--- src/hdl/dfst_pkg.sv ---
// ---------------------------------------------------------------------------
// dfst_pkg
// Types, constants, specifier table and microcode for the date-format
// specifier translator.
// ---------------------------------------------------------------------------
package dfst_pkg;

  localparam logic [7:0] PCT = 8'h25;
  localparam int NUM_SPECS = 22;
  localparam int TEXT_BYTES = 11;

  // status codes
  localparam logic [1:0] ST_OK    = 2'd0;
  localparam logic [1:0] ST_TRAIL = 2'd1;
  localparam logic [1:0] ST_UNSUP = 2'd2;

  // microprogram addresses
  localparam logic [2:0] UA_FETCH  = 3'd0;
  localparam logic [2:0] UA_DROP   = 3'd1;
  localparam logic [2:0] UA_PEND   = 3'd2;
  localparam logic [2:0] UA_PASS   = 3'd3;
  localparam logic [2:0] UA_TRAIL  = 3'd4;
  localparam logic [2:0] UA_UNK    = 3'd5;
  localparam logic [2:0] UA_EXPAND = 3'd6;

  // output byte source
  localparam logic [1:0] OS_CHAR = 2'd0;
  localparam logic [1:0] OS_TEXT = 2'd1;
  localparam logic [1:0] OS_ZERO = 2'd2;

  // flag operations
  localparam logic [1:0] FOP_KEEP  = 2'd0;
  localparam logic [1:0] FOP_SET   = 2'd1;
  localparam logic [1:0] FOP_CLR   = 2'd2;
  localparam logic [1:0] FOP_NLAST = 2'd3;

  // jump conditions
  localparam logic [1:0] JC_DISPATCH  = 2'd0;
  localparam logic [1:0] JC_GOTO      = 2'd1;
  localparam logic [1:0] JC_UNTIL_FIN = 2'd2;

  typedef struct packed {
    logic       wait_in;
    logic       emit;
    logic [1:0] osel;
    logic [1:0] status;
    logic       rl_fin;   // run_last follows the end of the expansion run
    logic       se_one;   // string_end forced high
    logic [1:0] pend_op;
    logic [1:0] drop_op;
    logic       ptr_inc;
    logic [1:0] jc;
    logic [2:0] target;
  } ctl_word_t;

  typedef struct packed {
    ctl_word_t cw;
    logic      fire;
  } seq_ctl_t;

  typedef struct packed {
    logic [2:0] dispatch;
    logic       fin;
    logic       out_free;
    logic       in_valid;
  } dp_stat_t;

  typedef struct packed {
    logic [7:0]              key;
    logic [3:0]              len;
    logic [8*TEXT_BYTES-1:0] text;  // right aligned, last byte in [7:0]
  } spec_t;

  function automatic spec_t spec_entry(input logic [4:0] idx);
    spec_t e;
    e = '{key: 8'h00, len: 4'd2, text: 88'h0};
    unique case (idx)
      5'd0:  e = '{key: "Y", len: 4'd2,  text: 88'("%Y")};
      5'd1:  e = '{key: "y", len: 4'd2,  text: 88'("%y")};
      5'd2:  e = '{key: "m", len: 4'd2,  text: 88'("%m")};
      5'd3:  e = '{key: "c", len: 4'd3,  text: 88'("%-m")};
      5'd4:  e = '{key: "d", len: 4'd2,  text: 88'("%d")};
      5'd5:  e = '{key: "e", len: 4'd3,  text: 88'("%-d")};
      5'd6:  e = '{key: "H", len: 4'd2,  text: 88'("%H")};
      5'd7:  e = '{key: "k", len: 4'd3,  text: 88'("%-H")};
      5'd8:  e = '{key: "h", len: 4'd2,  text: 88'("%I")};
      5'd9:  e = '{key: "I", len: 4'd2,  text: 88'("%I")};
      5'd10: e = '{key: "l", len: 4'd3,  text: 88'("%-I")};
      5'd11: e = '{key: "i", len: 4'd2,  text: 88'("%M")};
      5'd12: e = '{key: "S", len: 4'd2,  text: 88'("%S")};
      5'd13: e = '{key: "s", len: 4'd2,  text: 88'("%S")};
      5'd14: e = '{key: "f", len: 4'd2,  text: 88'("%f")};
      5'd15: e = '{key: "p", len: 4'd2,  text: 88'("%p")};
      5'd16: e = '{key: "T", len: 4'd8,  text: 88'("%H:%M:%S")};
      5'd17: e = '{key: "r", len: 4'd11, text: 88'("%I:%M:%S %p")};
      5'd18: e = '{key: "b", len: 4'd2,  text: 88'("%b")};
      5'd19: e = '{key: "M", len: 4'd2,  text: 88'("%B")};
      5'd20: e = '{key: "a", len: 4'd2,  text: 88'("%a")};
      5'd21: e = '{key: "W", len: 4'd2,  text: 88'("%A")};
      default: e = '{key: 8'h00, len: 4'd2, text: 88'h0};
    endcase
    return e;
  endfunction

  function automatic ctl_word_t ucode_rom(input logic [2:0] ua);
    ctl_word_t w;
    w = '{wait_in: 1'b1, emit: 1'b0, osel: OS_ZERO, status: ST_OK, rl_fin: 1'b0,
          se_one: 1'b0, pend_op: FOP_KEEP, drop_op: FOP_KEEP, ptr_inc: 1'b0,
          jc: JC_DISPATCH, target: UA_FETCH};
    unique case (ua)
      UA_FETCH: ;
      UA_DROP: begin
        w.wait_in = 1'b0; w.drop_op = FOP_NLAST; w.jc = JC_GOTO;
      end
      UA_PEND: begin
        w.wait_in = 1'b0; w.pend_op = FOP_SET; w.jc = JC_GOTO;
      end
      UA_PASS: begin
        w.wait_in = 1'b0; w.emit = 1'b1; w.osel = OS_CHAR;
        w.pend_op = FOP_CLR; w.jc = JC_GOTO;
      end
      UA_TRAIL: begin
        w.wait_in = 1'b0; w.emit = 1'b1; w.status = ST_TRAIL; w.se_one = 1'b1;
        w.drop_op = FOP_CLR; w.jc = JC_GOTO;
      end
      UA_UNK: begin
        w.wait_in = 1'b0; w.emit = 1'b1; w.status = ST_UNSUP; w.se_one = 1'b1;
        w.pend_op = FOP_CLR; w.drop_op = FOP_NLAST; w.jc = JC_GOTO;
      end
      UA_EXPAND: begin
        w.wait_in = 1'b0; w.emit = 1'b1; w.osel = OS_TEXT; w.rl_fin = 1'b1;
        w.pend_op = FOP_CLR; w.ptr_inc = 1'b1; w.jc = JC_UNTIL_FIN;
      end
      default: ;
    endcase
    return w;
  endfunction

endpackage

--- src/hdl/dfst_stream_if.sv ---
// ---------------------------------------------------------------------------
// dfst stream interfaces
// Valid/ready channels for format bytes in and translated bytes out.
// ---------------------------------------------------------------------------
interface dfst_in_if;
  logic       valid;
  logic       ready;
  logic [7:0] in_char;
  logic       in_last;

  modport source (output valid, output in_char, output in_last, input ready);
  modport sink   (input valid, input in_char, input in_last, output ready);
endinterface

interface dfst_out_if;
  logic       valid;
  logic       ready;
  logic [7:0] out_char;
  logic       run_last;
  logic [1:0] status;
  logic       string_end;

  modport source (output valid, output out_char, output run_last, output status,
                  output string_end, input ready);
  modport sink   (input valid, input out_char, input run_last, input status,
                  input string_end, output ready);
endinterface

--- src/hdl/dfst_sequencer.sv ---
// ---------------------------------------------------------------------------
// dfst_sequencer
// Micro-program counter and control-store lookup with conditional jumps.
// ---------------------------------------------------------------------------
module dfst_sequencer import dfst_pkg::*; (
  input  logic     clk,
  input  logic     rst,
  input  dp_stat_t stat,
  output seq_ctl_t ctl
);

  logic [2:0] upc;
  logic [2:0] upc_next;
  ctl_word_t  cw;
  logic       fire;

  assign cw = ucode_rom(upc);

  // a step completes when its input or output transfer can happen
  always_comb begin
    priority if (cw.wait_in) begin
      fire = stat.in_valid;
    end else if (cw.emit) begin
      fire = stat.out_free;
    end else begin
      fire = 1'b1;
    end
  end

  always_comb begin
    upc_next = upc;
    if (fire) begin
      unique case (cw.jc)
        JC_DISPATCH:  upc_next = stat.dispatch;
        JC_GOTO:      upc_next = cw.target;
        JC_UNTIL_FIN: upc_next = stat.fin ? cw.target : upc;
        default:      upc_next = UA_FETCH;
      endcase
    end
  end

  always_ff @(posedge clk) begin
    if (rst) begin
      upc <= UA_FETCH;
    end else begin
      upc <= upc_next;
    end
  end

  assign ctl = '{cw: cw, fire: fire};

endmodule

--- src/hdl/dfst_datapath.sv ---
// ---------------------------------------------------------------------------
// dfst_datapath
// Byte latch, specifier lookup, expansion pointer, mode flags and the
// output register.
// ---------------------------------------------------------------------------
module dfst_datapath import dfst_pkg::*; (
  input  logic     clk,
  input  logic     rst,
  input  seq_ctl_t ctl,
  output dp_stat_t stat,
  dfst_in_if.sink    in_stream,
  dfst_out_if.source out_stream
);

  logic [7:0] ch_r;
  logic       last_r;
  logic [4:0] idx_r;
  logic [3:0] ptr;
  logic       percent_pending;
  logic       drop_until_end;
  logic       out_valid;
  logic [7:0] out_char_r;
  logic       run_last_r;
  logic [1:0] status_r;
  logic       string_end_r;

  logic       hit;
  logic [4:0] hit_idx;
  spec_t      ent;
  logic [3:0] pos;
  logic       fin;
  logic [7:0] text_byte;
  logic [7:0] byte_sel;
  logic       out_free;
  logic [2:0] dispatch;
  logic       fetch;

  // parallel match of the incoming byte against all specifier keys
  always_comb begin
    hit     = 1'b0;
    hit_idx = '0;
    for (int i = 0; i < NUM_SPECS; i++) begin
      if (spec_entry(5'(i)).key == in_stream.in_char) begin
        hit     = 1'b1;
        hit_idx = 5'(i);
      end
    end
  end

  always_comb begin
    priority if (drop_until_end) begin
      dispatch = UA_DROP;
    end else if (percent_pending) begin
      if (in_stream.in_char == PCT) begin
        dispatch = UA_PASS;
      end else if (hit) begin
        dispatch = UA_EXPAND;
      end else begin
        dispatch = UA_UNK;
      end
    end else if (in_stream.in_char == PCT) begin
      dispatch = in_stream.in_last ? UA_TRAIL : UA_PEND;
    end else begin
      dispatch = UA_PASS;
    end
  end

  assign ent       = spec_entry(idx_r);
  assign fin       = (ptr == ent.len - 4'd1);
  assign pos       = ent.len - 4'd1 - ptr;
  assign text_byte = ent.text[{pos, 3'b000} +: 8];
  assign out_free  = !out_valid || out_stream.ready;
  assign fetch     = ctl.fire && ctl.cw.wait_in;

  always_comb begin
    unique case (ctl.cw.osel)
      OS_CHAR: byte_sel = ch_r;
      OS_TEXT: byte_sel = text_byte;
      default: byte_sel = 8'h00;
    endcase
  end

  always_ff @(posedge clk) begin
    if (fetch) begin
      ch_r   <= in_stream.in_char;
      last_r <= in_stream.in_last;
      idx_r  <= hit_idx;
      ptr    <= '0;
    end else if (ctl.fire && ctl.cw.ptr_inc && !fin) begin
      ptr <= ptr + 4'd1;
    end
    if (ctl.fire && ctl.cw.emit) begin
      out_char_r   <= byte_sel;
      status_r     <= ctl.cw.status;
      run_last_r   <= ctl.cw.rl_fin ? fin : 1'b1;
      string_end_r <= ctl.cw.se_one | (last_r & (ctl.cw.rl_fin ? fin : 1'b1));
    end
  end

  always_ff @(posedge clk) begin
    if (rst) begin
      percent_pending <= 1'b0;
      drop_until_end  <= 1'b0;
      out_valid       <= 1'b0;
    end else begin
      if (ctl.fire) begin
        unique case (ctl.cw.pend_op)
          FOP_SET:  percent_pending <= 1'b1;
          FOP_CLR:  percent_pending <= 1'b0;
          default:  percent_pending <= percent_pending;
        endcase
        unique case (ctl.cw.drop_op)
          FOP_CLR:   drop_until_end <= 1'b0;
          FOP_NLAST: drop_until_end <= !last_r;
          default:   drop_until_end <= drop_until_end;
        endcase
      end
      if (ctl.fire && ctl.cw.emit) begin
        out_valid <= 1'b1;
      end else if (out_stream.ready) begin
        out_valid <= 1'b0;
      end
    end
  end

  // hold off input transfers while reset is asserted
  assign in_stream.ready       = ctl.cw.wait_in && !rst;
  assign out_stream.valid      = out_valid;
  assign out_stream.out_char   = out_char_r;
  assign out_stream.run_last   = run_last_r;
  assign out_stream.status     = status_r;
  assign out_stream.string_end = string_end_r;

  assign stat = '{dispatch: dispatch, fin: fin, out_free: out_free,
                  in_valid: in_stream.valid};

endmodule

--- src/hdl/date_format_specifier_translator.sv ---
// ---------------------------------------------------------------------------
// date_format_specifier_translator
// Streams a date-format string byte by byte and writes translated bytes.
// ---------------------------------------------------------------------------
// Usage: in_stream carries one format byte per transfer (in_char) with
// in_last on the final byte of a string. out_stream carries translated
// bytes with run_last on the last byte caused by one input, status (ok,
// trailing percent, unsupported specifier) and string_end.
// Timing: an input transfer is taken in the fetch step; each output byte
// takes one further step, and an input that produces none of its 0 to 11
// bytes still takes one step after the fetch. The micro-program counter
// walks one control word per cycle unless a step waits for its transfer,
// and handles one input at a time; expansions hold in_stream.ready low
// until their last byte is loaded into the output register.
// Reset (rst, synchronous) returns the sequencer to fetch, clears the
// pending-percent and drop flags and empties the output register.
// A stalled receiver holds the output register; the sequencer waits in
// its emit step, and a fetch still proceeds while the last byte waits.
// Error results carry out_char zero; bytes already sent for that string
// stay sent and the rest of the string is dropped up to in_last.
// ---------------------------------------------------------------------------
module date_format_specifier_translator import dfst_pkg::*; (
  input  logic       clk,
  input  logic       rst,
  dfst_in_if.sink    in_stream,
  dfst_out_if.source out_stream
);

  seq_ctl_t ctl;
  dp_stat_t stat;

  dfst_sequencer u_seq (
    .clk  (clk),
    .rst  (rst),
    .stat (stat),
    .ctl  (ctl)
  );

  dfst_datapath u_dp (
    .clk        (clk),
    .rst        (rst),
    .ctl        (ctl),
    .stat       (stat),
    .in_stream  (in_stream),
    .out_stream (out_stream)
  );

endmodule

--- src/flat_wrapper.sv ---
// flat-port wrapper written by rule: the top's interface ports become plain ports
module date_format_specifier_translator_flat import dfst_pkg::*;
  (clk, rst, in_stream_valid, in_stream_in_char, in_stream_in_last, in_stream_ready, out_stream_valid, out_stream_out_char, out_stream_run_last, out_stream_status, out_stream_string_end, out_stream_ready);
  dfst_in_if in_stream_i ();
  dfst_out_if out_stream_i ();
  input  logic clk;
  input  logic rst;
  input wire logic [$bits(in_stream_i.valid)-1:0] in_stream_valid;
  input wire logic [$bits(in_stream_i.in_char)-1:0] in_stream_in_char;
  input wire logic [$bits(in_stream_i.in_last)-1:0] in_stream_in_last;
  output wire logic [$bits(in_stream_i.ready)-1:0] in_stream_ready;
  output wire logic [$bits(out_stream_i.valid)-1:0] out_stream_valid;
  output wire logic [$bits(out_stream_i.out_char)-1:0] out_stream_out_char;
  output wire logic [$bits(out_stream_i.run_last)-1:0] out_stream_run_last;
  output wire logic [$bits(out_stream_i.status)-1:0] out_stream_status;
  output wire logic [$bits(out_stream_i.string_end)-1:0] out_stream_string_end;
  input wire logic [$bits(out_stream_i.ready)-1:0] out_stream_ready;
  assign in_stream_i.valid = in_stream_valid;
  assign in_stream_i.in_char = in_stream_in_char;
  assign in_stream_i.in_last = in_stream_in_last;
  assign in_stream_ready = in_stream_i.ready;
  assign out_stream_valid = out_stream_i.valid;
  assign out_stream_out_char = out_stream_i.out_char;
  assign out_stream_run_last = out_stream_i.run_last;
  assign out_stream_status = out_stream_i.status;
  assign out_stream_string_end = out_stream_i.string_end;
  assign out_stream_i.ready = out_stream_ready;
  date_format_specifier_translator u_core (.clk(clk), .rst(rst), .in_stream(in_stream_i), .out_stream(out_stream_i));
endmodule
--- config.mk ---
export PLATFORM = sky130hd
export DESIGN_NAME = date_format_specifier_translator_flat
export DESIGN_NICKNAME = d
export VERILOG_FILES = /design/src/hdl/dfst_pkg.sv /design/src/hdl/dfst_stream_if.sv /design/src/hdl/dfst_sequencer.sv /design/src/hdl/dfst_datapath.sv /design/src/hdl/date_format_specifier_translator.sv /design/src/flat_wrapper.sv
export SDC_FILE = /design/constraint.sdc
export NUM_CORES = 1
export LEC_CHECK = 0
export ABC_AREA = 1
export BUFFER_PORTS_ARGS = -buffer_cell sky130_fd_sc_hd__buf_2
export CAP_MARGIN = 40
export CORE_MARGIN = 4
export CORE_UTILIZATION = 55
export CTS_CLUSTER_SIZE = 24
export DETAILED_ROUTE_END_ITERATION = 8
export HOLD_SLACK_MARGIN = 0.08
export PLACE_DENSITY = 0.74
export SYNTH_ARGS = -nofsm -noshare
export SYNTH_HDL_FRONTEND = slang
export SYNTH_HIERARCHICAL = 1
export SYNTH_SLANG_ARGS = --single-unit
--- constraint.sdc ---
create_clock -name clk -period 4.7 [get_ports clk]
set_input_delay 0.235 -clock clk [delete_from_list [all_inputs] [get_ports clk]]
set_output_delay 0.235 -clock clk [all_outputs]
set_load 0.005 [all_outputs]
Word-level counts from Yosys, hierarchy flattened --
Memory sizes are Yosys's and may differ from the RTL's. Cells that the tools add are included.
Storage, ports and cells: bits in read-only memories 1824, latch bits 0, memories kept 1, RAM bits 0, word-level logic and storage cells 151, bits in registers 36
Operators by class: $lt $le $gt $ge 0, reduce and logical (&&, ||, !) cells 26, multipliers 0, multiplexer cells 67, $add $sub $neg 3, divide/modulo/power cells 0, bitwise gates (word level) 2, equal/unequal tests 37, shift operators 1
Memory list:
- (name not given) | depth 32, width 57, read ports 1, clocked after Yosys merged registers in 0, write ports 0, line dfst_pkg.sv:77 | unique case (idx)
Operators by type and width (count):
- equality test 7 x 8 -> 1 bit, first input constant | 22
- indexed part select 88 x 8 -> 8 bit | 1
- two-way mux 5 bit | 14
- two-way mux 1 bit | 33
- two-way mux 3 bit | 10
- case mux 2 bit (2 select lines) | 5
- case mux 8 bit (2 select lines) | 1
- OR reduction 6 bit | 2
- equality test 3 bit, second input constant | 3
- equality test 2 bit, second input constant | 4
- equality test 8 x 6 -> 1 bit, second input constant | 1
- equality test 3 x 2 -> 1 bit, second input constant | 2
- case mux 3 bit (2 select lines) | 1
- AND reduction 2 bit | 3
- nonzero test 2 bit | 3
- OR reduction 2 bit | 3
- logical AND 1 bit | 5
- OR reduction 5 bit | 1
- adder 4 x 1 -> 4 bit, second input constant | 1
- equality test 2 x 1 -> 1 bit, second input constant | 2
- equality test 4 bit | 1
- logical NOT 1 bit | 4
- logical NOT 2 bit | 2
- case mux 1 bit (2 select lines) | 2
- 10 further kinds | 10

Logic depth before layout (Yosys ltp) --
Gate-level depths: netlist of run 1.
depth after elaboration 28, depth in mapped cells 21

Hierarchy --
The synthesis of run 1 kept the hierarchy.
Modules (own cells, without submodules):
- dfst_datapath | instances 1, seq. area each 920.9 µm², cells each 392, area an instance 2718.9 µm²
- dfst_sequencer | instances 1, seq. area each 60.1 µm², cells each 65, area an instance 386.6 µm²

Worst setup path after synthesis of run 1 --
No wires, ideal clock.
kind register to register, start point reg u_core.u_dp.idx_r[0], end point reg u_core.u_dp.out_char_r[1] (netlist: u_core/u_dp/out_stream.out_char[1]), data pin, required time 4448 ps, clock period less this slack 2984 ps, setup slack 1716 ps, arrival 2732 ps, cell stages (with the launch flop) 18, library setup time 252 ps, cells stage by stage edfxtp_1 > inv_1 > ha_1 > nand2_1 > o21ai_0 > and2_1 > nor2_1 > ha_1 > fa_1 > buf_2 > inv_1 > nand2_1 > o21ai_0 > o21ai_0 > nand2_1 > nand2_1 > nand2_1 > nand2_1
On the way: word-level cells in the longest chain between the ends 5
Ends and longest elaborated chain:
- from (decl) | line dfst_datapath.sv:17 | logic [4:0] idx_r;
- from (signal assigned) | line dfst_datapath.sv:87 | idx_r <= hit_idx;
- memory read (32 x 57 bit) *
- subtractor 4 x 1 -> 4 bit | line dfst_datapath.sv:70 | assign pos = ent.len - 4'd1 - ptr;
- subtractor 4 bit | line dfst_datapath.sv:70
- indexed part select 88 x 8 -> 8 bit * | line dfst_datapath.sv:71 | assign text_byte = ent.text[{pos, 3'b000} +: 8];
- case mux 8 bit (2 select lines) * | line dfst_datapath.sv:76 | unique case (ctl.cw.osel)
- named net u_core.u_dp.byte_sel[1] | line dfst_datapath.sv:33 | logic [7:0] byte_sel;
- to (signal assigned) | line dfst_datapath.sv:93 | out_char_r <= byte_sel;
- to (decl) | line dfst_datapath.sv:22 | logic [7:0] out_char_r;
The timed path passes the listed nets; every way through them passes the cells marked *. A chain may end at the register's enable or synchronous reset.

Worst setup path after layout of run 1 --
Ends and elaborated chain as after synthesis.

==> metrics, run 1 <==
status=completed; Final ANT Viol Nets=0; gr busiest metal=met2; Area Overhead vs Synth=7.536%; Worst Path Class, Setup=flop to flop; IO Port Bufs=26; syn_nets=481; H-Tree Depth=2; io pins=27; Leak=1.763 nW; clk slew on worst S/H paths=80 ps; Sink Count=36; drt drc=0; Post-CTS Setup Bufs=0; drt via density=5.068; Fmax=283.3 MHz; Initial DRC Count=138; Slew @ Worst Pin=684.4 ps; Critical Path Source Type=flop; TritonCTS clock tree=done; Crit-path slowest cell=fa_1; CP arrival=3580 ps; CP Max Fanout=9; ANT cells=0; GP Congestion=0.9233; critical path required time=4750 ps; M1 GR Usage=27.87%; Pwr per Cell Area=732.5 nW/um^2; grt ovf=0; RSZ-0062 raised after global routing=false; die span in y=82.73 um; Worst Hold Class=input port to flop; Tmin final=3530 ps; initial core utilization=58.29%; Die Wd=82.73 um; vias in the first global route=2529; WL/cell=12.01 um; core area=5270 sq um; skew final=12.00 ps; post-CTS sizing=0; met3 Track Usage GR=2.820%; share of layout cells above drive strength 1=16.07%; Final Hold Vio Count=0; met2 usage=35.34%; WL final=6520 um; Worst slew margin=54.21%; YS warnings=6; pin count of the biggest net entering global routing=17; # setup viols final=0; Final HPWL DP=5191 um; syn_area_per_cell=6.811 sq um; Syn Std Cell Area=3072 sq um; critical path endpoint category=flop; Tcrit/Tclk final=75.10%; fin. max-slew vios=0; antenna violations before repair=0; post-route setup TNS=0 ps; Min Hold Slack=133.0 ps; Die Area=6844 sq um; Max-cap violations=0; worst vdd ir=0.0003374 V; # hold bufs at CTS=0; CTS buffer count=5; DR vias=2752; first-pass GRT wire length=11130 um; CP cell instances=inv_1 > ha_1 > nand2_1 > o21ai_0 > and2_1 > nor2_1 > ha_1 > fa_1 > inv_1 > nand2_1 > o21ai_0 > o21ai_0 > nand2_1 > nand2_1 > nand2_1 > nand2_1; Critical Path Max Stage Delay=630 ps; Clk Latency, worst-skew pair=300 ps; clock root cell=clkbuf_8; Syn Inst Count=451; FP Rows=26; gr usage total=21.04%; Worst path most repeated cell=nand2_1; layout net count=502; Pre-antenna DRT Iters=5; CTS Buffer Depth=2
-- state kept, by name, summed over array words and instances (netlist names) --
register / cells
u_core/u_dp/idx_r: 5
u_core/u_dp/percent_pending: 1
u_core/u_dp/ch_r: 8
u_core/u_dp/drop_until_end: 1
u_core/u_dp/out_stream.valid: 1
u_core/u_dp/out_stream.run_last: 1
u_core/u_dp/ptr: 4
u_core/u_dp/out_stream.out_char: 8
u_core/u_dp/last_r: 1
u_core/u_seq/upc: 3
u_core/u_dp/out_stream.string_end: 1
u_core/u_dp/out_stream.status: 2
-- worst max-delay path, delay by kind of cell, from the launching register on --
kind	cells	cell delay (ps)
flip-flops	1	460
AND/OR/NAND/NOR	8	810
AO/OA/AOI/OAI	3	560
adder cells (fa/ha/maj)	3	1130
buffers and inverters	2	340
-- layout by cell type, fill, tap and decap left out, types with 12 or more instances in the layout --
cell type	count
edfxtp_1	26
buf_2	26
ha_1	16
nand3_1	16
nor2_1	68
nand2_1	144
o21ai_0	12
inv_1	60
a21oi_1	12
-- stage by stage --
step | power, mW | cells | worst slack [ps] | utilization [%] | instance area [sq um]
after floorplan | 1.850 | 451 | 1716 | - | 3072
after global placement | 2.130 | 535 | 1324 | 60.66 | 3197
after detailed placement | 2.151 | 535 | 1237 | 60.66 | 3197
after CTS | 2.411 | 543 | 1211 | 62.68 | 3303
after global routing | 2.668 | 543 | 856.9 | 62.68 | 3303
final | 2.420 | 543 | 1170 | 62.68 | 3303
-- where the power goes --
| group | total, mW | leakage [nW] | switching (mW) | internal (mW) |
|---|---|---|---|---|
| clock | 0.250 | 0.0523 | 0.115 | 0.136 |
| sequential | 0.633 | 0.330 | 0.108 | 0.525 |
| combinational | 1.54 | 1.38 | 1.03 | 0.502 |
| total | 2.42 | 1.76 | 1.26 | 1.16 |
-- routing by layer --
metal  share of wire (%)  up-vias
li1                    -     1454
met1                  45     1198
met2                  47       89
met3                 5.8       11
met4                 1.7        0
met5                   0        -
-- area by class of cell --
class	count	area [sq um]
Clock buffer	6	93.84
Clock inverter	2	12.51
Fill cell	520	1967
Inverter	71	269.0
Multi-Input combinational cell	332	1729
Sequential cell	36	980.9
Tap cell	70	87.58
Timing Repair Buffer	26	130.1
-- final timing paths --
kind	start	endpoint	slack, ps	depth (start not counted)
worst max register to register	u_core/u_dp/idx_r[0]	u_core/u_dp/out_stream.out_char[1]	1170	16
worst min register to register	u_core/u_dp/drop_until_end	u_core/u_dp/drop_until_end	480	2
worst min-delay path	in_stream_in_last	u_core/u_dp/last_r	130	1
worst max-delay path	u_core/u_dp/idx_r[0]	u_core/u_dp/out_stream.out_char[1]	1170	16
(Power assumes the default switching activity.)
==> run 2: changes to the inputs <==
==> constraint.sdc (replaced) <==
create_clock -name clk -period 3.4 [get_ports clk]
set_input_delay 0.17 -clock clk [delete_from_list [all_inputs] [get_ports clk]]
set_output_delay 0.17 -clock clk [all_outputs]
set_load 0.005 [all_outputs]
==> run 2 against run 1 <==
First-iteration DRC count shrank 4.3%; clock skew is 2.4 ps higher; wire length grew 2.9%; total power up 41%; die area is the same.
==> metrics, run 2 (synthesis results as in run 1) <==
status=completed; io pins=27 (unchanged); Fmax=315.3 MHz (+11%); Max-cap violations=0 (unchanged); WL final=6706 um (+2.9%); Final ANT Viol Nets=0 (unchanged); pin count of the biggest net entering global routing=17 (unchanged); Leak=1.815 nW (+3.0%); critical path endpoint category=flop; CP Launch Point=u_core/u_dp/idx_r[0]; H-Tree Depth=2 (unchanged); Min Hold Slack=103.2 ps (-29.83 ps); Initial DRC Count=132 (-4.3%); CTS Buffer Depth=2 (unchanged); vias in the first global route=2613 (+3.3%); Tmin final=3171 ps (-358.4 ps); FP Rows=26 (unchanged); Worst slew margin=54.59% (+0.38 points); Die Wd=82.73 um (unchanged); Final HPWL DP=5416 um (+4.3%); Hold Crit Depth=1 (unchanged); clk slew on worst S/H paths=70 ps (about the same); Clk Latency, worst-skew pair=300 ps (about the same); critical path required time=3440 ps (-1310 ps); grt ovf=0 (unchanged); Tcrit/Tclk final=93.28% (+18 points); ANT cells=0 (unchanged); hold path start=in_stream_in_char[6]; Worst R2R Path Depth=16 (unchanged); IO Port Bufs=26 (unchanged); # setup viols final=0 (unchanged); final setup margin=228.5 ps (-941.6 ps); Slew @ Worst Pin=678.6 ps (-5.750 ps); Final Util=64.27% (+1.6 points); TritonCTS clock tree=done; initial core utilization=58.29% (unchanged); post-route setup TNS=0 ps (unchanged); commonest cells after routing, fill and taps aside=nand2_1, nor2_1, inv_1, buf_2, edfxtp_1; layout net count=514 (+2.4%); CP arrival=3210 ps (-370 ps); pre-CTS setup slack=-49.51 ps (-1287 ps); hold endpoint=u_core/u_dp/ch_r[6]; Crit Reg-Reg Endpoint=u_core/u_dp/out_stream.out_char[1]; Final Hold Vio Count=0 (unchanged); first-pass GRT wire length=11170 um (+0.38%); Critical Path Max Stage Delay=530 ps (-100 ps); DR vias=2868 (+4.2%); skew final=14.42 ps (+2.422 ps); antenna violations before repair=0 (unchanged); gr usage total=21.21% (+0.17 points); share of layout cells above drive strength 1=18.76% (+2.7 points); Worst Path Class, Setup=flop to flop; commonest non-fill, non-tap cell in the layout=nand2_1; core area=5270 sq um (unchanged); CP cell instances=inv_1 > ha_1 > nand2_1 > o21ai_1 > and2_4 > nor2_2 > ha_1 > fa_2 > inv_2 > nand2_1 > o21ai_0 > o21ai_0 > nand2_1 > nand2_1 > nand2_1 > nand2_1; die span in y=82.73 um (unchanged); WL/cell=12.08 um (+0.63%); worst vdd ir=0.0005236 V (+55%); worst reg2reg setup slack=230 ps (-940 ps); FF-to-FF Start=u_core/u_dp/idx_r[0]; Crit-path slowest cell=fa_2; FF/Latch Area=980.9 sq um (unchanged); Worst path most repeated cell=nand2_1; clock root cell=clkbuf_8; fin. max-slew vios=0 (unchanged); Area Overhead vs Synth=10.26%; Pwr per Cell Area=1007 nW/um^2 (+37%); drt via density=5.168 (+2.0%); fill count=504 (-3.1%); Worst Hold Class=input port to flop; Die Area=6844 sq um (unchanged); drt drc=0 (unchanged); CP Max Fanout=8 (-1); footprint of the multi-input gates=1737 sq um (+0.43%); GP Congestion=0.9790 (+6.0%); Pre-antenna DRT Iters=5 (unchanged); RSZ-0062 raised after global routing=false; CTS buffer count=5 (unchanged); Sink Count=36 (unchanged); Critical Path Source Type=flop
==> run 2: repair_timing <==
item,in CTS,in global routing
pin swaps,0,2
resized for setup,1,5
hold endpoints to repair,2,0
buffers inserted,0,4
setup endpoints to repair,3,7
hold buffers,2,0
==> run 2: critical path, delay by kind of cell, from the launching register on <==
family / cells / cell delay, ps
flip-flops: 1 / 470
AO/OA/AOI/OAI: 3 / 510
AND/OR/NAND/NOR: 8 / 620
adder cells (fa/ha/maj): 3 / 1030
buffers and inverters: 2 / 290
==> run 2: layout make-up <==
class | count | area share, %
clock buffers | 5 | 2.032
clock inverters | 3 | 0.5541
inverters | 71 | 7.942
multi-input cells | 332 | 51.27
flip-flops and latches | 36 | 28.96
well taps | 70 | 2.586
repair buffers | 38 | 6.649
==> run 2: per-layer routing <==
layer	vias up	wire length, um	track usage, %
met2	87	3236	37.26
li1	1483	-	-
met1	1283	2991	26.68
met4	0	133	6.699
met3	15	345	3.145
met5	-	0	0
==> run 2: power by group <==
| part | switching, mW | internal [mW] |
|---|---|---|
| Clock | 0.156 | 0.143 |
| Combinational | 1.46 | 0.795 |
| Sequential | 0.135 | 0.726 |
==> run 2: worst max-delay path by stage <==
stage | to | slack [ps] | depth (start not counted)
after floorplan | u_core/u_dp/out_stream.out_char[1] | 420 | 17
after global placement | u_core/u_dp/out_stream.out_char[1] | 50 | 16
after detailed placement | u_core/u_dp/out_stream.out_char[1] | -50 | 15
after CTS | u_core/u_dp/out_stream.out_char[1] | 20 | 15
after global routing | u_core/u_dp/out_stream.out_char[2] | 0.5 | 18
final | u_core/u_dp/out_stream.out_char[1] | 230 | 16
==> run 2: stage by stage <==
step	cells	power, mW	area [sq um]
final	555	3.411	3387
after global routing	555	3.761	3387
after CTS	551	3.355	3352
after detailed placement	541	3.033	3242
after global placement	541	3.006	3242
after floorplan	451	2.557	3072
